--- src/design/assert_macros.svh ---
// Assertion helpers shared by the design files.
`ifndef ASSERT_MACROS_SVH
`define ASSERT_MACROS_SVH
// Implication checked at every clock edge outside reset.
`define ASSERT_IMPL(label, clk, rst_n, ante, cons) \
  label: assert property (@(posedge clk) disable iff (!rst_n) (ante) |-> (cons)) \
    else $error("assertion failed");
// Next-cycle implication checked outside reset.
`define ASSERT_NEXT(label, clk, rst_n, ante, cons) \
  label: assert property (@(posedge clk) disable iff (!rst_n) (ante) |=> (cons)) \
    else $error("assertion failed");
`endif

--- src/design/rmpt_sqrt.sv ---
// ----------------------------------------------------------------------------
// rmpt_sqrt: bit-serial integer square root
// One result bit per cycle, restoring method.
// ----------------------------------------------------------------------------
`default_nettype none
module rmpt_sqrt #(
  parameter int InW  = 50,
  parameter int OutW = 25
) (
  input  wire logic            clk,
  input  wire logic            rst_n,
  input  wire logic            start,
  input  wire logic [InW-1:0]  radicand,
  output logic                 done,
  output logic [OutW-1:0]      root
);
  localparam int PadW = 2 * OutW;
  localparam int CntW = $clog2(OutW + 1);
  logic [PadW-1:0]  rad_r, rad_nxt;
  logic [OutW+1:0]  rem_r, rem_nxt;
  logic [OutW-1:0]  q_r, q_nxt;
  logic [CntW-1:0]  cnt_r, cnt_nxt;
  logic             busy_r, busy_nxt;
  logic [OutW+1:0]  trial, shifted;

  always_comb begin
    rad_nxt  = rad_r;
    rem_nxt  = rem_r;
    q_nxt    = q_r;
    cnt_nxt  = cnt_r;
    busy_nxt = busy_r;
    shifted  = {rem_r[OutW-1:0], rad_r[PadW-1 -: 2]};
    trial    = {q_r, 2'b01};
    if (start) begin
      rad_nxt  = PadW'(radicand);
      rem_nxt  = '0;
      q_nxt    = '0;
      cnt_nxt  = CntW'(OutW);
      busy_nxt = 1'b1;
    end else if (busy_r) begin
      rad_nxt = rad_r << 2;
      if (shifted >= trial) begin
        rem_nxt = shifted - trial;
        q_nxt   = {q_r[OutW-2:0], 1'b1};
      end else begin
        rem_nxt = shifted;
        q_nxt   = {q_r[OutW-2:0], 1'b0};
      end
      cnt_nxt = cnt_r - 1'b1;
      if (cnt_r == CntW'(1)) busy_nxt = 1'b0;
    end
  end

  always_ff @(posedge clk) begin
    if (!rst_n) begin
      busy_r <= 1'b0;
      cnt_r  <= '0;
    end else begin
      busy_r <= busy_nxt;
      cnt_r  <= cnt_nxt;
    end
    rad_r <= rad_nxt;
    rem_r <= rem_nxt;
    q_r   <= q_nxt;
  end

  assign done = busy_r && (cnt_r == CntW'(1));
  assign root = q_nxt;
endmodule
`default_nettype wire

--- config.mk ---
export PLATFORM = sky130hd
export DESIGN_NAME = rmpt_sqrt
export DESIGN_NICKNAME = d
export VERILOG_FILES = /design/src/design/assert_macros.svh /design/src/design/rmpt_sqrt.sv
export SDC_FILE = /design/constraint.sdc
export NUM_CORES = 1
export LEC_CHECK = 0
export BUFFER_PORTS_ARGS = -buffer_cell sky130_fd_sc_hd__buf_2
export CORE_UTILIZATION = 50
export CTS_BUF_LIST = sky130_fd_sc_hd__clkbuf_16
export DETAILED_ROUTE_END_ITERATION = 8
export PLACE_DENSITY = 0.71
export SLEW_MARGIN = 20
export SYNTH_ARGS = -nofsm -noshare
export SYNTH_HDL_FRONTEND = slang
export SYNTH_SLANG_ARGS = --single-unit
--- constraint.sdc ---
create_clock -name clk -period 6.1 [get_ports clk]
set_input_delay 0.61 -clock clk [delete_from_list [all_inputs] [get_ports clk]]
set_output_delay 0.61 -clock clk [all_outputs]
set_load 0.01 [all_outputs]
== Yosys cells after proc, flatten, opt, wreduce, memory -nomap -nowiden ==
Cells that the tools add are included.

* Register bits: 106
* Bits in latches: 0
* RAM bits: 0
* ROM bits: 0
* Bits of input ports: 53
* Output and inout port bits: 26
* Memories: 0

* $add $sub $neg: 2
* $mul: 0
* Divide/modulo/power cells: 0
* $lt $le $gt $ge: 1
* Equal/unequal tests: 1
* Shift-type cells: 0
* Multiplexer cells: 11
* Bitwise gates (word level): 1
* Reduce and logical (&&, ||, !) cells: 3

{| class="wikitable"
|+ Operators with widths
! operator !! count
|-
| 2-to-1 mux 50 bit || 2
|-
| 2-to-1 mux 25 bit || 3
|-
| greater-or-equal comparator 27 bit || 1
|-
| subtractor 25 bit || 1
|-
| 2-to-1 mux 5 bit || 2
|-
| == test 5 x 1 -> 1 bit, second input constant || 1
|-
| subtractor 5 x 1 -> 5 bit, second input constant || 1
|-
| 2-to-1 mux 1 bit || 4
|-
| nonzero test 2 bit || 1
|-
| OR reduction 2 bit || 1
|-
| logical AND 1 bit || 1
|-
| NOT 1 bit || 1
|}

== Logic depth before layout (Yosys ltp) ==
Gate-level depths: netlist of run 1.

* Word-level depth: 4
* Gate-level depth with buffers: 12

== Worst setup path after synthesis of run 1 ==
No wires, ideal clock.

* Kind: flip-flop to output port
* Start point: reg q_r[6]
* End point: out root[0]
* Data arrival time: 2.257 ns
* Required time: 5.490 ns
* Path slack: 3.233 ns
* Cell stages (with the launch flop): 12
* Path buffers: 1
* Path through: dfxtp_1 > inv_1 > ha_1 > a211oi_1 > o21bai_1 > o22ai_1 > o21ai_1 > a21oi_1 > clkbuf_1 > nor2_1 > a21oi_1 > nor2_1

* Longest elaborated chain between the ends: 4

{| class="wikitable"
|+ RTL lines
! what !! RTL line !! text
|-
| start: declaration || rmpt_sqrt.sv:21 || <nowiki>logic [OutW-1:0] q_r, q_nxt;</nowiki>
|-
| start signal: assignment || rmpt_sqrt.sv:64 || <nowiki>q_r <= q_nxt;</nowiki>
|-
| greater-or-equal comparator 27 bit || rmpt_sqrt.sv:42 || <nowiki>if (shifted >= trial) begin</nowiki>
|-
| 2-to-1 mux 1 bit || rmpt_sqrt.sv:42 ||
|-
| 2-to-1 mux 25 bit || rmpt_sqrt.sv:40 || <nowiki>end else if (busy_r) begin</nowiki>
|-
| 2-to-1 mux 25 bit || rmpt_sqrt.sv:34 || <nowiki>if (start) begin</nowiki>
|-
| end: declaration || rmpt_sqrt.sv:15 || <nowiki>output logic [OutW-1:0] root</nowiki>
|}

Every way passes these cells.

== Final worst setup path of run 1 ==
* Start point: reg q_r[5]
* End point: out root[0]

The elaborated chain is that of the path after synthesis.

==> impl_metrics.env, run 1 <==
export IMPL_numCtsBuffers=9
export IMPL_synthDistinctLibCells=57
export IMPL_min_path_cells=2
export IMPL_wl_met3_um=616
export IMPL_critPathCaptureType="output pin"
export IMPL_gp_congestion=0.9236
export IMPL_cts_resized=0
export IMPL_drive_gt1_frac=0.2445
export IMPL_crit_type="flip-flop to output pin"
export IMPL_post_cts_repair_setup_buffers=0
export IMPL_drc_errors=0
export IMPL_cts_buffer_depth=2
export IMPL_fp_dieH_um=109.3
export IMPL_routed_wl_met2_um=5538
export IMPL_wire_per_inst_um=15.44
export IMPL_syn_to_final_growth_pct=13.81
export IMPL_hold_viol=0
export IMPL_grt_overflow=0
export IMPL_required_ps=5490
export IMPL_cp_max_fo=6
export IMPL_yosysSeqAreaShare=0.4558
export IMPL_avgViaCountPerCell=5.482
export IMPL_power_total_w=0.002671
export IMPL_drt_iter0_drc=250
export IMPL_worstSetupStartpointType="flip-flop"
export IMPL_path_clk_slew_ps=70
export IMPL_hold_end="rem_r[23]$_SDFFE_PP0P_"
export IMPL_min_period_ps=3376
export IMPL_fmax_mhz=296.2
export IMPL_regToRegStartpoint="q_r[5]$_DFF_P_"
export IMPL_most_common_layout_cells="buf_2, nor2_1, dfxtp_1"
export IMPL_min_period_over_period=0.5534
export IMPL_hpwl_um=8459
export IMPL_cts_root_buf="clkbuf_16"
export IMPL_yosys_warnings=0
export IMPL_synth_seq_cells=106
export IMPL_tightest_slew_ps=1030
export IMPL_dp_cells=758
export IMPL_ff2ff_path_depth=9
export IMPL_netSwitchingPower_w=0.001012
export IMPL_fin_cells=774
export IMPL_numPortBuffers=78
export IMPL_grt_usage=0.2173
export IMPL_final_nets=711
export IMPL_htreeDepth=3
export IMPL_seq_power_share=0.334
export IMPL_maxSlewViolCount=0
export IMPL_clock_skew_ps=7.998
export IMPL_diodes=0
export IMPL_relSlewSlack=0.3120
export IMPL_synth_fp_nets=647
export IMPL_core_area_um2=11030
export IMPL_regToRegEndpoint="rem_r[6]$_SDFFE_PP0P_"
export IMPL_vdd_drop_max_v=0.0002502
export IMPL_place_ws_ps=3141
export IMPL_final_common_cell="buf_2"
export IMPL_synth_area_um2=5754
export IMPL_reg2reg_slack_ps=3050
export IMPL_synthCells=565
export IMPL_ys_async_sr_fraction=0
export IMPL_clkPwrFrac=0.227
export IMPL_clk_insertion_delay_late_ps=360
export IMPL_hp_start="rem_r[23]$_SDFFE_PP0P_"
export IMPL_setup_ws_ps=2724
export IMPL_die_x_um=109.3
export IMPL_arrival_ps=2770
export IMPL_setup_viol=0
export IMPL_firstDrtPassIters=4
export IMPL_route_vias_total=4243
export IMPL_drtAntennaViolNets=0
export IMPL_cts_tree="built"
export IMPL_synth_avg_cell_area_um2=10.18
export IMPL_grt_pass1_vias=4152
export IMPL_hp_class="flip-flop to flip-flop"
export IMPL_cts_sinks=106
export IMPL_io_pin_count=79
export IMPL_outcome="completed"
export IMPL_p_int_w=0.001659
export IMPL_swShare=0.3790
export IMPL_rows=38
export IMPL_fillers=961
export IMPL_pwr_share_comb=0.439
export IMPL_start_util=0.5217
export IMPL_power_density_nw_per_um2=407.8
export IMPL_grt_max_degree=56
export IMPL_wl_um=11950
export IMPL_routedLengthMet1_um=5680
export IMPL_postCtsHoldBufs=0
export IMPL_maxCapViolations=0
export IMPL_synth_ff_type="dfxtp_1"
export IMPL_grt_pass1_wl_um=19950
export IMPL_dieArea_um2=11940
export IMPL_finalSetupTns_ps=0
export IMPL_routed_top_layer="met4"
export IMPL_rsz0062_at_grt="no"
export IMPL_antenna_found_initial=0
export IMPL_leakage_nw=2.735
export IMPL_synth_edf_count=50
[flip-flops by register name, indices dropped and copies added (netlist names)]
| signal | count |
|---|---|
| q_r | 25 |
| busy_r | 1 |
| rad_r | 50 |
| rem_r | 25 |
| cnt_r | 5 |
[stage by stage]
stage / utilization / hold WS, ps / cell area, µm²
5_1_grt: 0.5937 / 514.5 / 6549
3_3_place_gp: 0.5659 / 477.5 / 6242
6_report: 0.5937 / 498.6 / 6549
4_1_cts: 0.5937 / 498.1 / 6549
2_1_floorplan: - / 459.6 / 5754
3_5_place_dp: 0.5659 / 486.3 / 6242
[routing by layer]
layer | global-route usage | vias up
met5 | 0 | -
met4 | 0.06095 | 0
met3 | 0.05858 | 7
met2 | 0.3495 | 101
met1 | 0.2871 | 1970
li1 | - | 2165
[cells by family (layout without fill, tap and decap cells)]
family,after synthesis,after routing,synth area share
AO/OA/AOI/OAI,119,119,0.1448
XOR/XNOR,21,21,0.03196
adder cells (fa/ha/maj),29,29,0.06306
buffers and inverters,65,134,0.04284
flip-flops,106,106,0.4558
multiplexers,78,78,0.1463
AND/OR/NAND/NOR,147,147,0.1152
[cell usage after synthesis (6+ instances only)]
library cell  count  area share
nand2_1          30       0.020
mux2i_1          29       0.050
nor3_1            8      0.0070
o21ai_0          10      0.0087
clkbuf_1         24       0.016
ha_1             29       0.063
nor2_1           75       0.049
mux2_2           49       0.096
a211oi_1         20       0.026
edfxtp_1         50        0.26
xor2_1            8       0.012
dfxtp_1          56        0.19
inv_1            36       0.023
nand2b_1          6      0.0065
a21o_1            9       0.012
xnor2_1          13       0.020
a21oi_1          26       0.023
o21a_1            8       0.010
[power by group through the flow]
stage	registers [W]	logic [W]	clock network (W)
2_1_floorplan	0.000885	0.000930	0
3_3_place_gp	0.000904	0.00114	0
3_5_place_dp	0.000908	0.00115	0
4_1_cts	0.000893	0.00116	0.000619
5_1_grt	0.000903	0.00130	0.000643
6_report	0.000893	0.00117	0.000605
[layout make-up]
class / count / area [µm²] / area share
multi-input combinational: 394 / 2889 / 0.4412
sequential: 106 / 2624 / 0.4007
timing repair buffer: 81 / 415.4 / 0.06343
clock buffer: 9 / 225.2 / 0.03439
tap: 140 / 175.2 / 0.02675
inverter: 37 / 138.9 / 0.02121
clock inverter: 7 / 81.33 / 0.01242
[how the worst max path moves through the flow]
stage	cells after the start	endpoint	startpoint	slack [ps]
after global placement	11	root[0]	q_r[6]$_DFF_P_	3250
final	11	root[0]	q_r[5]$_DFF_P_	2720
after global routing	11	root[0]	q_r[5]$_DFF_P_	2550
after detailed placement	11	root[0]	q_r[5]$_DFF_P_	3140
after floorplan	11	root[0]	q_r[6]$_DFF_P_	3230
after CTS	11	root[0]	q_r[5]$_DFF_P_	2740
[critical path, cell delays in order, from the launching register on]
cell	delay, ps
dfxtp_1	380
inv_1	60
ha_1	390
o211ai_1	160
a211oi_1	300
o22ai_1	190
o21ai_1	390
a21oi_2	100
nor2_1	110
a21oi_1	50
nor2_1	130
buf_2	160
Note: power is estimated with default switching activity, not from simulation.
==> run 2: changes to the inputs <==
- clock period: 6.1 -> 3.4 ns (I/O delays scaled with it)
==> impl_metrics.env, run 2 (synthesis results as in run 1) <==
export IMPL_outcome="completed"
export IMPL_crit_type="flip-flop to output pin"
export IMPL_postCtsHoldBufs=0
export IMPL_rsz0062_at_grt="no"
export IMPL_numPortBuffers=78
export IMPL_place_ws_ps=467.2
export IMPL_vdd_drop_max_v=0.0004031
export IMPL_setup_viol=0
export IMPL_core_area_um2=11030
export IMPL_arrival_ps=2760
export IMPL_setup_ws_ps=297.9
export IMPL_route_vias_total=4373
export IMPL_fp_dieH_um=109.3
export IMPL_die_x_um=109.3
export IMPL_cts_buffer_depth=2
export IMPL_top_register="rad_r"
export IMPL_post_cts_repair_setup_buffers=0
export IMPL_clock_skew_ps=5.767
export IMPL_diodes=0
export IMPL_cts_resized=0
export IMPL_grt_overflow=0
export IMPL_min_period_over_period=0.9124
export IMPL_tightest_slew_ps=777.1
export IMPL_hpwl_um=8436
export IMPL_grt_max_degree=53
export IMPL_relSlewSlack=0.4806
export IMPL_grt_usage=0.2132
export IMPL_drt_iter0_drc=279
export IMPL_clk_insertion_delay_late_ps=350
export IMPL_fmax_mhz=322.4
export IMPL_drive_gt1_frac=0.2449
export IMPL_grt_pass1_vias=4232
export IMPL_fillers=979
export IMPL_htreeDepth=3
export IMPL_critPathCaptureType="output pin"
export IMPL_path_clk_slew_ps=70
export IMPL_cts_sinks=106
export IMPL_cts_root_buf="clkbuf_16"
export IMPL_min_period_ps=3102
export IMPL_grt_pass1_wl_um=19730
export IMPL_drtAntennaViolNets=0
export IMPL_maxSlewViolCount=0
export IMPL_io_pin_count=79
export IMPL_largest_registers="rad_r: 50 flops, q_r: 25 flops, rem_r: 25 flops"
export IMPL_start_util=0.5217
export IMPL_rows=38
export IMPL_hold_viol=0
export IMPL_most_common_layout_cells="buf_2, nor2_1, dfxtp_1"
export IMPL_cts_tree="built"
export IMPL_final_nets=714
export IMPL_hp_class="primary input to flip-flop"
export IMPL_leakage_nw=2.726
export IMPL_power_density_nw_per_um2=715.1
export IMPL_firstDrtPassIters=4
export IMPL_required_ps=3060
export IMPL_finalSetupTns_ps=0
export IMPL_gp_congestion=0.9624
export IMPL_numCtsBuffers=9
export IMPL_antenna_found_initial=0
export IMPL_dieArea_um2=11940
export IMPL_postLayoutCoreUtil=0.5919
export IMPL_worstSetupStartpointType="flip-flop"
export IMPL_syn_to_final_growth_pct=13.46
export IMPL_maxCapViolations=0
export IMPL_avgViaCountPerCell=5.628
export IMPL_wire_per_inst_um=15.26
export IMPL_power_total_w=0.004669
export IMPL_drc_errors=0
export IMPL_wl_um=11850
export IMPL_largest_reg_flops=50
export IMPL_final_common_cell="buf_2"
export IMPL_cp_max_fo=6
[run 2: report_power, final]
part	internal (W)	switching, W
Combinational	0.000913	0.00123
Sequential	0.00150	0.0000945
Clock	0.000487	0.000445
[run 2: critical path: stages (launching register included)]
cell and delay [ps]:
dfxtp_1 350, inv_1 60, ha_1 350, a211oi_1 350, o21bai_1 120, o22ai_1 310
o21ai_1 220, a21oi_2 240, nor2_1 60, a21oi_1 120, nor2_1 60, buf_2 180
[run 2: final cells by class]
class                           count  area, µm²  area share
Sequential cell                   106       2624      0.4019
Clock inverter                      7      38.79    0.005941
Multi-Input combinational cell    394       2889      0.4425
Clock buffer                        9      225.2     0.03450
Inverter                           37      138.9     0.02127
Timing Repair Buffer               84      437.9     0.06708
Tap cell                          140      175.2     0.02683
[run 2: worst paths after layout]
path	from	endpoint	slack [ps]	cells after the start
worst min-delay path	rst_n	busy_r$_SDFF_PN0_	270	2
worst max-delay path	q_r[6]$_DFF_P_	root[0]	300	11
worst min register to register	rem_r[23]$_SDFFE_PP0P_	rem_r[23]$_SDFFE_PP0P_	490	2
worst max register to register	q_r[0]$_DFF_P_	rem_r[22]$_SDFFE_PP0P_	390	10
[run 2: stage by stage]
stage | instance area [µm²] | cells | hold WS, ps
after floorplan | 5754 | 565 | 457.5
after global placement | 6265 | 761 | 480.5
after detailed placement | 6265 | 761 | 485.5
after CTS | 6529 | 777 | 248.2
after global routing | 6529 | 777 | 266.7
final | 6529 | 777 | 265.7
[run 2: layer usage]
layer	track usage	wire length (µm)
met1	0.2765	5495
met2	0.3464	5568
met3	0.04363	583
met4	0.08762	207
met5	0	0
==> run 3: changes to the inputs <==
==> constraint.sdc (replaced) <==
create_clock -name clk -period 3.4 [get_ports clk]
set_input_delay 0.85 -clock clk [delete_from_list [all_inputs] [get_ports clk]]
set_output_delay 0.85 -clock clk [all_outputs]
set_load 0.01 [all_outputs]
==> impl_metrics.env, run 3 (synthesis results as in run 1) <==
export IMPL_slowest_stage="dfxtp_1"
export IMPL_drc_errors=0
export IMPL_top_register="rad_r"
export IMPL_crit_top_cell="nor2_1"
export IMPL_maxSlewViolCount=0
export IMPL_min_period_over_period=0.9555
export IMPL_fmax_mhz=307.8
export IMPL_path_clk_slew_ps=70
export IMPL_regToRegStartpoint="q_r[5]$_DFF_P_"
export IMPL_crit_family="compound AO/OA/AOI/OAI gates"
export IMPL_outcome="completed"
export IMPL_wl_um=11800
export IMPL_grt_pass1_vias=4247
export IMPL_p_int_w=0.003112
export IMPL_hold_viol=0
export IMPL_clkPwrFrac=0.212
export IMPL_numCtsBuffers=9
export IMPL_pwr_share_comb=0.465
export IMPL_fin_area_um2=6803
export IMPL_drt_iter0_drc=255
export IMPL_die_x_um=109.3
export IMPL_start_util=0.5217
export IMPL_largest_reg_flops=50
export IMPL_maxCapViolations=0
export IMPL_avgViaCountPerCell=5.595
export IMPL_seq_power_share=0.323
export IMPL_cts_buffer_depth=2
export IMPL_cts_root_buf="clkbuf_16"
export IMPL_fp_dieH_um=109.3
export IMPL_cts_tree="built"
export IMPL_antenna_found_initial=0
export IMPL_min_period_ps=3249
export IMPL_endpoint="root[0]"
export IMPL_ff2ff_path_depth=13
export IMPL_max_stage_delay_ps=360
export IMPL_required_ps=2550
export IMPL_gp_congestion=0.8867
export IMPL_wire_per_inst_um=15.07
export IMPL_hold_ws_ps=490.7
export IMPL_vdd_drop_max_v=0.0005226
export IMPL_grt_overflow=0
export IMPL_critical_path_depth=11
export IMPL_drtAntennaViolNets=0
export IMPL_rows=38
export IMPL_htreeDepth=3
export IMPL_grt_pass1_wl_um=19580
export IMPL_grt_usage=0.2108
export IMPL_grt_max_degree=53
export IMPL_netSwitchingPower_w=0.001850
export IMPL_dieArea_um2=11940
export IMPL_numPortBuffers=78
export IMPL_relSlewSlack=0.4390
export IMPL_cts_sinks=106
export IMPL_critPathCaptureType="output pin"
export IMPL_largest_registers="rad_r: 50 flops, q_r: 25 flops, rem_r: 25 flops"
export IMPL_clk_insertion_delay_late_ps=360
export IMPL_power_density_nw_per_um2=729.4
export IMPL_route_vias_total=4381
export IMPL_reg2reg_slack_ps=170
export IMPL_diodes=0
export IMPL_placed_area_um2=6292
export IMPL_tightest_slew_ps=834.3
export IMPL_setup_viol=0
export IMPL_swShare=0.3728
export IMPL_core_area_um2=11030
export IMPL_crit_buf_inv=2
export IMPL_regToRegEndpoint="rem_r[22]$_SDFFE_PP0P_"
export IMPL_drive_gt1_frac=0.2924
export IMPL_most_common_layout_cells="buf_2, nor2_1, dfxtp_1"
export IMPL_arrival_ps=2400
export IMPL_firstDrtPassIters=5
export IMPL_hp_class="flip-flop to flip-flop"
export IMPL_cp_startpoint="q_r[5]$_DFF_P_"
export IMPL_postLayoutCoreUtil=0.6167
export IMPL_hpwl_um=8077
export IMPL_clock_skew_ps=6.690
export IMPL_crit_type="flip-flop to output pin"
export IMPL_syn_to_final_growth_pct=18.22
export IMPL_finalSetupTns_ps=0
export IMPL_io_pin_count=79
export IMPL_crit_chain="inv_1, ha_4, o211ai_1, a211oi_2, o22ai_2, o21ai_4, a21oi_2, nor2_1, a21oi_1, nor2_1, buf_2"
export IMPL_hp_start="rem_r[23]$_SDFFE_PP0P_"
export IMPL_final_common_cell="buf_2"
export IMPL_worstSetupStartpointType="flip-flop"
export IMPL_cp_max_fo=6
export IMPL_leakage_nw=2.797
export IMPL_final_nets=720
-- run 3: power groups by stage --
stage / clock network (W) / registers (W) / logic (W)
floorplan: 0 / 0.00159 / 0.00167
global placement: 0 / 0.00161 / 0.00207
detailed placement: 0 / 0.00162 / 0.00209
CTS: 0.00108 / 0.00159 / 0.00212
global route: 0.00112 / 0.00162 / 0.00254
finish: 0.00105 / 0.00160 / 0.00231
-- run 3: area by class of cell --
type	count	area, µm²
multi-input combinational	394	3069
sequential	106	2626
fill	920	4228
inverter	37	138.9
tap	140	175.2
clock inverter	7	72.57
timing repair buffer	90	495.5
clock buffer	9	225.2
-- run 3: repair_timing --
item | in CTS | in global routing
setup endpoints to repair | 1 | 1
cloned | 0 | 0
setup buffers | 0 | 4
resized for setup | 4 | 28
pin swaps | 1 | 6
hold buffers | 0 | 0
-- run 3: worst min path at each step --
stage / to / cells past startpoint
finish: rem_r[23]$_SDFFE_PP0P_ / 2
global route: rem_r[14]$_SDFFE_PP0P_ / 2
CTS: rem_r[23]$_SDFFE_PP0P_ / 2
detailed placement: rem_r[23]$_SDFFE_PP0P_ / 2
global placement: rem_r[23]$_SDFFE_PP0P_ / 2
floorplan: rem_r[13]$_SDFFE_PP0P_ / 2
-- run 3: through the flow --
stage                     worst slack [ps]  instances  total power [W]
after global routing                -4.859        783         0.005281
final                                151.4        783         0.004962
after CTS                            16.86        779         0.004788
after detailed placement             303.5        763         0.003705
after global placement               389.4        763         0.003680
after floorplan                      292.5        565         0.003256
-- run 3: routing by layer --
metal / GRT usage / wire length (µm) / up-vias
li1: - / - / 2180
met1: 0.2717 / 5592 / 2064
met2: 0.3369 / 5428 / 118
met3: 0.06515 / 598 / 19
met4: 0.06762 / 180 / 0
met5: 0 / 0 / -
-- run 3: worst reg2reg max path, cell delays in order (launching register included) --
cell and delay, ps:
dfxtp_1 360, inv_1 80, ha_4 310, o211ai_1 150
buf_4 170, buf_4 120, nand2b_1 80, o41ai_2 80
buf_4 170, o31ai_1 680, nand3_1 280, and4b_1 290
o31ai_1 220, a311oi_1 110
