===== config.mk =====
export PLATFORM = sky130hd
export DESIGN_NAME = rmpt_cell
export DESIGN_NICKNAME = d
export VERILOG_FILES = /design/src/design/assert_macros.svh /design/src/design/rmpt_pkg.sv /design/src/design/rmpt_cell.sv
export SDC_FILE = /design/constraint.sdc
export NUM_CORES = 1
export LEC_CHECK = 0
export BUFFER_PORTS_ARGS = -buffer_cell sky130_fd_sc_hd__buf_2
export CORE_MARGIN = 2
export CORE_UTILIZATION = 30
export CTS_CLUSTER_DIAMETER = 200
export CTS_CLUSTER_SIZE = 25
export DETAILED_ROUTE_END_ITERATION = 8
export PLACE_DENSITY = 0.52
export SYNTH_ARGS = -nofsm -noshare
export SYNTH_HDL_FRONTEND = slang
export SYNTH_SLANG_ARGS = --single-unit
export TNS_END_PERCENT = 30

===== constraint.sdc =====
create_clock -name clk -period 5.7 [get_ports clk]
set_input_delay 0.285 -clock clk [delete_from_list [all_inputs] [get_ports clk]]
set_output_delay 0.285 -clock clk [all_outputs]
set_load 0.05 [all_outputs]

===== src/design/assert_macros.svh =====
// Assertion helpers shared by the design files.
`ifndef ASSERT_MACROS_SVH
`define ASSERT_MACROS_SVH
// Implication checked at every clock edge outside reset.
`define ASSERT_IMPL(label, clk, rst_n, ante, cons) \
  label: assert property (@(posedge clk) disable iff (!rst_n) (ante) |-> (cons)) \
    else $error("assertion failed");
// Next-cycle implication checked outside reset.
`define ASSERT_NEXT(label, clk, rst_n, ante, cons) \
  label: assert property (@(posedge clk) disable iff (!rst_n) (ante) |=> (cons)) \
    else $error("assertion failed");
`endif


===== src/design/rmpt_pkg.sv =====
// ----------------------------------------------------------------------------
// rmpt_pkg: shared constants and types
// Field widths, defaults and the peak table entry type.
// ----------------------------------------------------------------------------
`default_nettype none
package rmpt_pkg;
  localparam int SampleW       = 12;
  localparam int TimeW         = 32;
  localparam int RmsW          = 20;
  localparam int MagW          = 21;
  localparam int RankW         = 4;
  localparam int SumW          = 32;
  localparam int SamplesDefault = 64;
  localparam int DepthDefault   = 8;

  typedef struct packed {
    logic [MagW-1:0]  mag;
    logic [RmsW-1:0]  rx;
    logic [RmsW-1:0]  ry;
    logic [RmsW-1:0]  rz;
    logic [TimeW-1:0] ts;
  } entry_t;

  // control handed along the cell row
  typedef struct packed {
    logic   active;   // an insertion wave is moving
    logic   placed;   // the new entry already landed upstream
    entry_t carry;    // entry pushed toward the next cell
  } wave_t;
endpackage
`default_nettype wire


===== src/design/rmpt_cell.sv =====
// ----------------------------------------------------------------------------
// rmpt_cell: one peak table slot
// Holds an entry; a passing wave inserts the new entry or shifts it down.
// ----------------------------------------------------------------------------
`default_nettype none
module rmpt_cell (
  input  wire logic           clk,
  input  wire logic           rst_n,
  input  wire rmpt_pkg::wave_t wave_in,
  output rmpt_pkg::wave_t     wave_out,
  output logic                took
);
  rmpt_pkg::entry_t ent_r, ent_nxt;
  rmpt_pkg::wave_t  out_r, out_nxt;

  always_comb begin
    ent_nxt = ent_r;
    out_nxt = wave_in;
    took    = 1'b0;
    if (wave_in.active) begin
      if (wave_in.placed) begin
        // shift: take upstream entry, pass own
        ent_nxt       = wave_in.carry;
        out_nxt.carry = ent_r;
      end else if (wave_in.carry.mag > ent_r.mag) begin
        took          = 1'b1;
        ent_nxt       = wave_in.carry;
        out_nxt.carry = ent_r;
        out_nxt.placed = 1'b1;
      end
    end
  end

  always_ff @(posedge clk) begin
    if (!rst_n) begin
      ent_r <= '0;
      out_r <= '0;
    end else begin
      ent_r <= ent_nxt;
      out_r <= out_nxt;
    end
  end

  assign wave_out = out_r;
endmodule
`default_nettype wire


# After elaboration in Yosys (flattened, before gate mapping)
# Index checks and enable logic that the tools add are counted.
[totals] inputBits=117 output_inout_bits=116 elab_cells=24 reg_bits=228 rom_bits=0 mem_count=0 latch_bits=0 ram_bits=0
[classes] n_addsub=0 mux=9 n_reduce_logical=2 order_cmp=1 n_mul=0 div_mod_pow=0 n_eq_ne=0 n_bitwise=0 shift=0
[op_table] op="2-to-1 mux 113 bit" n=3
[op_table] op="2-to-1 mux 114 bit" n=2
[op_table] op="> comparator 21 bit" n=1
[op_table] op="2-to-1 mux 1 bit" n=4
[op_table] op="AND reduction 2 bit" n=1
[op_table] op="nonzero test 2 bit" n=1

# Depth between registers and ports, before layout
# Gate-level depths: netlist of the first run.
[depth] word_depth=4 depth_mapped=11 depth_no_buf=8

# Worst setup path before layout of the first run
# OpenSTA, ideal clock, no wires.
[synth_timing] kind="register to output" start="register ent_r[112] (netlist bit)" end="output port took" setup_slack_ps=3220 path_stages_with_launch=8 path_buffers=0 arrival_time_ps=2195 required_ps=5415 cell_sequence="dfxtp_1 -> inv_1 -> ha_1 -> nand4_1 -> nor4_2 -> a2111o_1 -> and3_1 -> nor2b_1"
[synth_via] elab_chain_cells=4
[synth_lines] element="start, declared" line_no="rmpt_cell.sv:13" source="rmpt_pkg::entry_t ent_r, ent_nxt;"
[synth_lines] element="start signal, assigned" line_no="rmpt_cell.sv:39" source="ent_r <= ent_nxt;"
[synth_lines] element="> comparator 21 bit" line_no="rmpt_cell.sv:25" source="end else if (wave_in.carry.mag > ent_r.mag) begin"
[synth_lines] element="2-to-1 mux 1 bit" line_no="rmpt_cell.sv:25"
[synth_lines] element="2-to-1 mux 1 bit" line_no="rmpt_cell.sv:21" source="if (wave_in.placed) begin"
[synth_lines] element="2-to-1 mux 1 bit" line_no="rmpt_cell.sv:20" source="if (wave_in.active) begin"
[synth_lines] element="end, declared" line_no="rmpt_cell.sv:11" source="output logic took"
# No other way between the ends.

# Final worst setup path of the first run
# Same ends and word-level chain as after synthesis.

==> results of run 1 <==
-- tightest hold or removal path, delay by kind of cell --
| family | cells | cell delay [ps] |
|---|---|---|
| simple gates | 1 | 60 |
| buf+inv | 1 | 100 |
| mux | 1 | 60 |
-- flip-flops by register name (all words and copies together), names as in the netlist --
register / flops
wave_out: 115
ent_r: 113
-- per-stage QoR --
stage | power, mW | setup slack, ps | util [%]
2_1_floorplan | 2.31 | 3220 | -
3_3_place_gp | 2.44 | 2810 | 34.8
3_5_place_dp | 2.44 | 2760 | 34.8
4_1_cts | 3.42 | 2600 | 36.0
5_1_grt | 3.53 | 2470 | 36.1
6_report | 3.36 | 2660 | 36.1
-- cell type report --
cell class	count	area [um2]	area share (%)
inverters	21	78.8	0.764
well taps	384	480	4.66
multi-input cells	513	3620	35.0
flip-flops and latches	228	4560	44.2
clock buffers	13	325	3.15
diodes	1	2.50	0.0242
clock inverters	1	30.0	0.291
repair buffers	236	1220	11.8
-- layer usage --
layer	global-route usage (%)	share of wire [%]	vias to the layer above
met5	0	0.061	-
met2	17.4	43	148
li1	-	-	3096
met1	15.0	47	2718
met4	2.98	2.3	2
met3	3.78	7.9	20
-- how the worst min path moves through the flow --
stage | start | end | slack (ps) | cells past startpoint
2_1_floorplan | wave_in[114] | wave_out[114] | 410 | 1
3_3_place_gp | ent_r[32] | wave_out[32] | 450 | 2
3_5_place_dp | ent_r[53] | wave_out[53] | 450 | 2
4_1_cts | wave_in[58] | ent_r[58] | 30 | 3
5_1_grt | wave_in[60] | ent_r[60] | 50 | 3
6_report | wave_in[58] | ent_r[58] | 60 | 3
-- cell usage after synthesis (2+ instances only) --
cell / n / area (um2)
a21oi_1: 10 / 50.1
and3_1: 2 / 12.5
buf_12: 11 / 220
buf_4: 8 / 60.1
buf_8: 6 / 90.1
clkbuf_1: 25 / 93.8
dfxtp_1: 228 / 4560
ha_1: 21 / 263
inv_1: 21 / 78.8
mux2i_1: 226 / 2260
nand2_1: 231 / 867
nand4_1: 5 / 31.3
o21a_1: 3 / 22.5
o21ai_0: 4 / 20.0
o21ai_1: 2 / 10.0
-- power groups by stage --
| stage | combinational, mW | sequential [mW] | clock [mW] |
|---|---|---|---|
| floorplan | 0.314 | 2.00 | 0 |
| global placement | 0.654 | 1.78 | 0 |
| detailed placement | 0.658 | 1.78 | 0 |
| CTS | 0.659 | 1.75 | 1.02 |
| global route | 0.701 | 1.76 | 1.07 |
| finish | 0.650 | 1.74 | 0.961 |
-- logic make-up (layout without fill, tap and decap cells) --
logic type               Yosys count  count (layout)  share of synthesized area [%]
AND/OR/NAND/NOR                  244             244                           10.9
other                              0               1                              0
buffers and inverters             71             271                           6.23
AO/OA/AOI/OAI                     22              22                           1.49
multiplexers                     226             226                           26.0
adder cells (fa/ha/maj)           21              21                           3.02
flip-flops                       228             228                           52.4
==> reports/qor.csv, run 1 <==
stage,metric,value,unit
place,dpl_cell_area,9960,um2
cts,cts_resized,0,
critical_path,critPathBufInv,2,
cts,clock-root-buffer,clkbuf_16,
pwr,clkPwrFrac,28.6,%
synthesis,ys.flop_type,dfxtp_1,
drt,drc_errors,0,
critical_path,arrival,2750,ps
cts,clk_pin_slew_worst_paths,100,ps
synthesis,netlist_instances,812,
critical_path,startpoint,ent_r[112],
timing,finalHoldViolations,0,
run_status,outcome,"complete, no violations",
critical_path,endpoint,took,
critical_path,critPathTopFamily,simple AND/OR/NAND/NOR gates,
critical_path,path_max_fanout,4,
pwr,pwr-share-comb,19.4,%
global_routing,antenna_found_initial,2,
timing,min_period,3040,ps
drt,drt_iter0_drc,246,
hold_path,worstHoldPathType,in2reg,
floorplanning,fp.dieH,174,um
pwr,power_frac_seq,52.0,%
synthesis,ys_types,24,
critical_path,crit_type,reg2out,
place,dp_cells,1382,
critical_path,critPathCaptureType,output pin,
finish,final_cell_count_no_fill,1397,
synthesis,ys_seq_area_share,52.4,%
synthesis,synth_edf_count,0,
finish,drive_above_1_share,24.9,%
drt,dr.pass1.iters,4,
timing,fin_skew,27.9,ps
synthesis,async_reset_ff_share,0,%
floorplanning,dieArea,30400,um2
synthesis,yosys_warnings,0,
finish,final_nets,1151,
finish,area_growth,18.5,%
timing,rsz0062_at_grt,false,
place,place_congestion,0.730,
floorplanning,start_util,30.4,%
critical_path,worstSetupStartpointType,register,
critical_path,slowest_stage,nor4_2,
pwr,p_leak,5.28,nW
drt,viasPerCell,4.28,
timing,fin_tns_setup,0,ps
drt,drt_wl_total,17.9,mm
synthesis,synth_nets,950,
timing,setup_viol,0,
place,dp_hpwl,12.1,mm
timing,slew_viol_final,0,
drt,drtAntennaViolNets,0,
drt,wl_per_cell,12.8,um
critical_path,path_cells,"inv_1, ha_1, nand4_1, nor4_2, a2111o_1, and3_1, nor2b_1, buf_2",
global_routing,grt_pass1_wl,28.5,mm
critical_path,r2r-end,wave_out[80],
cts,cts_tree,done,
floorplanning,ios,233,
floorplanning,fp.dieW,174,um
timing,hold_ws,63.3,ps
critical_path,cpPeakStageDelay,430,ps
floorplanning,core,28600,um2
pwr,peakVddDrop,0.000186,V
timing,post-route-period-util,53.3,%
cts,htree_num_levels,1,
pwr,swShare,30.1,%
critical_path,critical_path_cell_count,8,
synthesis,syn_area,8710,um2
synthesis,ys_seq_elements,228,
critical_path,rr_worst_depth,9,
global_routing,grt_util_all_layers,11.3,%
place,numPortBuffers,232,
cts,cts_buffer_depth,3,
drt,dr_total_vias,5984,
cts,ctsHoldBuffers,0,
finish,design_area,10300,um2
pwr,powerDensity,325,nW/um2
synthesis,avgSynthCellArea,10.7,um2
timing,relSlewSlack,40.6,%
global_routing,grt_pass1_vias,5622,
pwr,internal-power,2.34,mW
timing,max_freq,329,MHz
global_routing,globalRouteOverflowTotal,0,
critical_path,r2r_start,ent_r[112],
critical_path,rrSetupSlack,2750,ps
cts,clock-sinks,228,
critical_path,required,5410,ps
floorplanning,num_rows,62,
run,drv_cap,0,
finish,layout.cells.most_common_list,"nand2_1 (231), buf_2 (231), dfxtp_1 (228)",
cts,cts_buffers,13,
timing,worst_slew_pin_slew,890,ps
finish,fillers,2922,
cts,clkLatencyLatePin,480,ps
cts,postCtsSetupRepairBufs,0,
pwr,power.switching,1.01,mW
global_routing,grt_max_degree,120,
(Power assumes the default switching activity.)
==> run 2: changes to the inputs <==
Settings changed: ABC_AREA set to 1, PLACE_DENSITY 0.52 to 0.53.
Clock period 5.7 ns to 2.4 ns, I/O delays scaled along.
==> run 2 against run 1 <==
  * Global-route usage is 2.5 points higher
  * Wire length is 54% higher
  * Die area is 25% higher
  * Hold slack better by 12 ps
  * Non-clock buffer count is 167 higher
  * Utilization is 4.7 points higher
  * Flip-flop and latch count stayed put
  * Combinational power grew to 5.2 times the previous value
  * Worst setup slack worse by 2600 ps
  * Area after synthesis is 25% higher
  * Clock power is 140% higher
  * Critical path type is now reg2reg
  * Cell count is 67% higher
  * Largest power group unchanged
==> reports/qor.csv, run 2 <==
stage,metric,value,unit,change
synthesis,avgSynthCellArea,6.94,um2,was 10.7 um2
critical_path,startpoint,ent_r[111],,was ent_r[112]
critical_path,worstSetupStartpointType,register,,unchanged
synthesis,async_reset_ff_share,0,%,unchanged
critical_path,required,2820,ps,was 5410 ps
synthesis,yosys.cell_count.top_type,nand2_1,,unchanged
drt,drtAntennaViolNets,0,,unchanged
cts,htree_num_levels,1,,unchanged
drt,dr_total_vias,10200,,was 5984
global_routing,globalRouteOverflowTotal,0,,unchanged
finish,fin_util,40.8,%,was 36.1%
timing,slew_viol_final,0,,unchanged
floorplanning,fp.dieW,195,um,was 174 um
timing,rsz0062_at_grt,true,,was false
synthesis,ys.flop_type,dfxtp_1,,unchanged
synthesis,ys_seq_area_share,41.9,%,was 52.4%
synthesis,syn_area,10900,um2,was 8710 um2
critical_path,crit_type,reg2reg,,was reg2out
timing,finalHoldViolations,0,,unchanged
floorplanning,ios,233,,unchanged
synthesis,synth_area_leaders,"dfxtp_1 (42%), a21oi_1 (11%), nand2_1 (9.1%)",,"was dfxtp_1 (52%), mux2i_1 (26%), nand2_1 (10%)"
place,place_congestion,0.743,,was 0.730
global_routing,grt_max_degree,89,,was 120
synthesis,ys_seq_elements,228,,unchanged
finish,largest_reg_flops,115,,unchanged
pwr,powerDensity,697,nW/um2,was 325 nW/um2
finish,drive_above_1_share,22.9,%,was 24.9%
critical_path,r2r_start,ent_r[111],,was ent_r[112]
floorplanning,core,35700,um2,was 28600 um2
drt,viasPerCell,4.39,,was 4.28
critical_path,critical_path_cell_count,18,,was 8
critical_path,endpoint,wave_out[112],,was took
drt,drt_wl_total,27.6,mm,was 17.9 mm
drt,wl_per_cell,11.9,um,was 12.8 um
timing,max_freq,429,MHz,
critical_path,rrSetupSlack,70,ps,was 2750 ps
floorplanning,fp.dieH,195,um,was 174 um
synthesis,synth_edf_count,0,,unchanged
hold_path,worstHoldPathType,in2reg,,unchanged
critical_path,path_cells,"inv_1, ha_1, nand2_2, nor2_4, buf_4, a21oi_2, nand3_2, buf_6, buf_4, buf_4, buf_4, buf_4, buf_4, nand2_2, nand2_2, nand2_1, nand2_1, nor2_2",,"was inv_1, ha_1, nand4_1, nor4_2, a2111o_1, and3_1, nor2b_1, buf_2"
finish,fillers,3648,,was 2922
finish,layout.cells.most_common_list,"nand2_1 (253), buf_2 (230), inv_1 (229)",,"was nand2_1 (231), buf_2 (231), dfxtp_1 (228)"
synthesis,netlist_instances,1572,,was 812
critical_path,path_max_fanout,2,,was 4
critical_path,path_common_cell,buf_4,,
critical_path,arrival,2750,ps,about the same
synthesis,yosys_warnings,0,,unchanged
run,drv_cap,0,,unchanged
critical_path,rr_worst_depth,18,,was 9
synthesis,synth_top_area_cell,dfxtp_1,,unchanged
finish,multi_input_area,5020,um2,was 3620 um2
cts,cts_buffer_depth,3,,unchanged
timing,fin_tns_setup,0,ps,unchanged
cts,cts_tree,done,,unchanged
drt,dr.pass1.iters,4,,unchanged
finish,final_nets,2004,,was 1151
timing,worst_slew_pin_slew,574,ps,was 890 ps
global_routing,grt_pass1_vias,9165,,was 5622
finish,seqCellArea,4590,um2,was 4560 um2
cts,clk_pin_slew_worst_paths,110,ps,was 100 ps
place,numPortBuffers,232,,unchanged
finish,antennaDiodeCount,0,,was 1
finish,area_growth,33.4,%,was 18.5%
synthesis,ys_types,17,,was 24
timing,hold_ws,75.6,ps,was 63.3 ps
timing,post-route-period-util,97.2,%,
critical_path,critPathTopFamily,buffers and inverters,,was simple AND/OR/NAND/NOR gates
floorplanning,start_util,30.6,%,was 30.4%
critical_path,r2r-end,wave_out[112],,was wave_out[80]
critical_path,critPathCaptureType,register,,was output pin
finish,final_common_cell,nand2_1,,
critical_path,slowest_stage,dfxtp_2,,was nor4_2
cts,clock-sinks,228,,unchanged
finish,design_area,14500,um2,was 10300 um2
cts,clkLatencyLatePin,500,ps,was 480 ps
global_routing,antenna_found_initial,0,,was 2
pwr,peakVddDrop,0.000697,V,was 0.000186 V
synthesis,synth_nets,1710,,was 950
timing,setup_viol,0,,unchanged
place,dpl_cell_area,12500,um2,was 9960 um2
critical_path,cpPeakStageDelay,340,ps,was 430 ps
timing,fin_skew,54.1,ps,was 27.9 ps
global_routing,grt_pass1_wl,44.5,mm,was 28.5 mm
synthesis,yosys.area.top_type_share,41.9,%,was 52.4%
place,dp_hpwl,17.3,mm,was 12.1 mm
cts,clock-root-buffer,clkbuf_16,,unchanged
timing,min_period,2330,ps,
pwr,p_leak,7.57,nW,was 5.28 nW
global_routing,grt_util_all_layers,13.8,%,was 11.3%
critical_path,critPathBufInv,8,,was 2
run_status,outcome,"complete, no violations",,unchanged
cts,cts_buffers,13,,unchanged
drt,drt_iter0_drc,471,,was 246
synthesis,ys_top_cells_by_count,"nand2_1 (264), inv_1 (237), nor2_1 (233)",,"was nand2_1 (231), dfxtp_1 (228), mux2i_1 (226)"
pwr,power,10.1,mW,was 3.36 mW
floorplanning,num_rows,69,,was 62
timing,relSlewSlack,61.7,%,was 40.6%
drt,drc_errors,0,,unchanged
floorplanning,dieArea,37900,um2,was 30400 um2
run 2: changes by cell type after synthesis, moves of 60 or more:
cell     delta
inv_1     +216
nor2_1    +232
mux2i_1   -226
nand3_2    +60
a21oi_1   +221
nand3_1   +167
run 2: worst min path at each step:
stage / to / from / cells after the start
floorplan: wave_out[114] / wave_in[114] / 2
global placement: ent_r[54] / wave_in[54] / 3
detailed placement: ent_r[74] / wave_in[74] / 3
CTS: ent_r[110] / rst_n / 3
global route: ent_r[110] / rst_n / 3
finish: ent_r[110] / rst_n / 3
run 2: final cells by class:
class,instances,area share [%]
well taps,461,3.97
multi-input cells,983,34.5
inverters,237,6.12
repair buffers,403,21.4
clock inverters,2,0.267
clock buffers,13,2.24
flip-flops and latches,228,31.5
run 2: cells by family (layout without fill, tap and decap cells):
| group | count (synthesis) | count (layout) | synth area share [%] |
|---|---|---|---|
| and+or+nand+nor | 728 | 728 | 30.5 |
| DFF | 228 | 228 | 41.9 |
| adders and majority gates | 21 | 21 | 2.41 |
| buffers and inverters | 361 | 655 | 14.5 |
| AOI/OAI and AO/OA | 234 | 234 | 10.8 |
run 2: timing repair:
item	CTS	global route
resized for setup	49	28
pin swaps	24	9
setup endpoints to repair	63	220
buffers inserted	12	1
hold buffers	115	0
endpoints found under the hold margin	225	0
cloned	1	4
run 2: report_power, final:
part	switching [mW]	total, mW	leakage [nW]	internal [mW]
Clock	1.33	2.35	0.176	1.01
Sequential	0.175	4.41	1.90	4.24
Combinational	2.15	3.38	5.49	1.23
run 2: metrics by stage:
| stage | instances | setup slack [ps] |
|---|---|---|
| 2_1_floorplan | 1572 | 215 |
| 3_3_place_gp | 2180 | -48.0 |
| 3_5_place_dp | 2180 | -25.0 |
| 4_1_cts | 2322 | 0.477 |
| 5_1_grt | 2327 | -64.9 |
| 6_report | 2327 | 67.3 |
run 2: worst register-to-register path, delay by kind of cell, from the launching register on:
family	cells	cell delay [ps]
flip-flops	1	340
AO/OA/AOI/OAI	1	130
adder cells (fa/ha/maj)	1	270
AND/OR/NAND/NOR	8	610
buffers and inverters	8	930
run 2: layer usage:
metal	vias to the layer above	wire length (um)	share of wire, %	track usage, %
li1	5461	-	-	-
met1	4539	13600	49	18.9
met2	201	12300	45	22.9
met3	23	1250	4.5	2.19
met4	0	450	1.6	2.54
met5	-	0	0	0
==> run 3: changes to the inputs <==
Settings changed: ABC_CLOCK_PERIOD_IN_PS set to 2400, MAX_ROUTING_LAYER set to met4, PLACE_DENSITY 0.53 to not set.
==> run 3 against run 2 <==
  * Combinational power down 2%
  * Sequential power barely moved
  * Sequential share of layout area grew 0.20 points
  * Critical path depth decreased by 6
  * Cell count increased by 0.30%
==> reports/qor.csv, run 3 (synthesis results as in run 2) <==
stage,metric,value,unit,change
timing,min_period,2320,ps,was 2330 ps
cts,cts_buffers,13,,unchanged
hold_path,hold_end,wave_out[97],,was ent_r[110]
finish,final_nets,2012,,was 2004
run_status,outcome,"complete, no violations",,unchanged
timing,setup_viol,0,,unchanged
finish,layout.cells.most_common_list,"nand2_1 (254), a21oi_1 (231), buf_2 (230)",,"was nand2_1 (253), buf_2 (230), inv_1 (229)"
place,dp_cells,2200,,was 2180
finish,drive_above_1_share,22.6,%,was 22.9%
critical_path,worstSetupStartpointType,register,,unchanged
timing,finalHoldViolations,0,,unchanged
critical_path,slowest_stage,dfxtp_2,,unchanged
global_routing,grt_pass1_vias,9332,,was 9165
cts,cts_tree,done,,unchanged
timing,post-route-period-util,96.7,%,was 97.2%
global_routing,antenna_found_initial,0,,unchanged
cts,cts_buffer_depth,3,,unchanged
drt,drt_iter0_drc,456,,was 471
timing,hold_ws,91.0,ps,was 75.6 ps
floorplanning,start_util,30.6,%,unchanged
floorplanning,core,35700,um2,unchanged
place,numPortBuffers,232,,unchanged
drt,wl_per_cell,11.6,um,was 11.9 um
finish,fin_util,40.5,%,was 40.8%
cts,clkLatencyLatePin,490,ps,was 500 ps
finish,seqCellArea,4580,um2,was 4590 um2
critical_path,path_common_cell,nor2_4,,was buf_4
pwr,peakVddDrop,0.000418,V,was 0.000697 V
global_routing,grt_util_all_layers,14.1,%,was 13.8%
floorplanning,fp.dieH,195,um,unchanged
finish,antennaDiodeCount,0,,unchanged
hold_path,hold_depth,3,,unchanged
critical_path,rrSetupSlack,130,ps,was 70 ps
finish,largest_reg_flops,115,,unchanged
floorplanning,dieArea,37900,um2,unchanged
timing,fin_skew,30.4,ps,was 54.1 ps
pwr,p_leak,7.54,nW,was 7.57 nW
critical_path,path_cells,"inv_2, ha_4, nand2_4, nor2_4, nand2_2, nor2_2, o21ai_1, nand3_2, nand3_4, buf_12, nor2_4, buf_8",,"was inv_1, ha_1, nand2_2, nor2_4, buf_4, a21oi_2, nand3_2, buf_6, buf_4, buf_4, buf_4, buf_4, buf_4, nand2_2, nand2_2, nand2_1, nand2_1, nor2_2"
hold_path,holdCritStartpoint,rst_n,,unchanged
global_routing,grt_max_degree,74,,was 89
drt,drtAntennaViolNets,0,,unchanged
pwr,power,10.0,mW,was 10.1 mW
global_routing,grt_pass1_wl,44.4,mm,was 44.5 mm
drt,drt_wl_total,27.1,mm,was 27.6 mm
critical_path,critPathCaptureType,output pin,,was register
finish,final_common_cell,nand2_1,,unchanged
critical_path,r2r-end,wave_out[2],,was wave_out[112]
run,drv_cap,0,,unchanged
floorplanning,fp.dieW,195,um,unchanged
critical_path,crit_type,reg2out,,was reg2reg
finish,final_cell_count_no_fill,2334,,was 2327
finish,area_growth,32.5,%,was 33.4%
critical_path,arrival,2200,ps,was 2750 ps
floorplanning,ios,233,,unchanged
hold_path,worstHoldPathType,in2reg,,unchanged
drt,dr.pass1.iters,7,,was 4
drt,dr_total_vias,10300,,was 10200
drt,drc_errors,0,,unchanged
critical_path,cpPeakStageDelay,350,ps,was 340 ps
critical_path,path_max_fanout,3,,was 2
timing,worst_slew_pin_slew,623,ps,was 574 ps
cts,htree_num_levels,1,,unchanged
global_routing,globalRouteOverflowTotal,0,,unchanged
cts,clock-root-buffer,clkbuf_16,,unchanged
cts,clk_pin_slew_worst_paths,110,ps,about the same
critical_path,r2r_start,ent_r[108],,was ent_r[111]
finish,multi_input_area,4990,um2,was 5020 um2
cts,clock-sinks,228,,unchanged
timing,relSlewSlack,58.5,%,was 61.7%
critical_path,rr_worst_depth,14,,was 18
place,place_congestion,0.785,,was 0.743
drt,viasPerCell,4.40,,was 4.39
critical_path,required,2280,ps,was 2820 ps
timing,max_freq,431,MHz,was 429 MHz
pwr,powerDensity,695,nW/um2,was 697 nW/um2
timing,slew_viol_final,0,,unchanged
finish,fillers,3591,,was 3648
floorplanning,num_rows,69,,unchanged
timing,rsz0062_at_grt,true,,unchanged
place,dp_hpwl,17.7,mm,was 17.3 mm
==> run 3: how the worst max path moves through the flow <==
stage	startpoint	endpoint	slack [ps]	depth (start not counted)
2_1_floorplan	ent_r[104]	took	220	13
3_3_place_gp	ent_r[108]	wave_out[13]	190	13
3_5_place_dp	ent_r[108]	wave_out[2]	140	13
4_1_cts	ent_r[108]	took	1	12
5_1_grt	ent_r[108]	took	-30	12
6_report	ent_r[108]	took	80	12
==> run 3: critical path, delay by kind of cell, from the launching register on <==
kind | cells | cell delay [ps]
AO/OA/AOI/OAI | 1 | 80
adder cells (fa/ha/maj) | 1 | 270
buffers and inverters | 3 | 350
flip-flops | 1 | 350
AND/OR/NAND/NOR | 7 | 670
==> run 3: layer usage <==
metal / global-route usage (%) / vias up / part of all wire, %
met5: - / - / 0
met4: 2.91 / 0 / 1.8
met3: 2.20 / 20 / 4.8
met2: 22.3 / 213 / 45
met1: 19.1 / 4568 / 49
li1: - / 5470 / -
==> run 3: cell type report <==
cell class,count,area share (%)
multi-input combinational,983,34.5
sequential,228,31.7
timing repair buffer,411,21.1
inverter,237,6.16
tap,461,3.99
clock buffer,13,2.25
clock inverter,1,0.208
==> run 3: power breakdown <==
| group | leakage [nW] | switching [mW] | internal (mW) |
|---|---|---|---|
| registers | 1.90 | 0.177 | 4.24 |
| logic | 5.47 | 2.13 | 1.16 |
| clock network | 0.172 | 1.33 | 1.01 |
| total | 7.54 | 3.64 | 6.41 |
==> run 3: what timing repair did <==
item,4_1_cts,5_1_grt
cloned,0,1
resized for setup,16,48
pin swaps,8,18
endpoints found under the hold margin,226,0
setup buffers,3,1
hold buffers,115,0
setup endpoints to repair,1,212
==> run 3: metrics by stage <==
step	setup WS (ps)	setup TNS [ps]	cell area, um2
floorplan	215	0	10900
CTS	1.32	0	14200
global placement	191	0	12600
global route	-26.0	-72.8	14400
finish	78.4	0	14400
detailed placement	143	0	12600
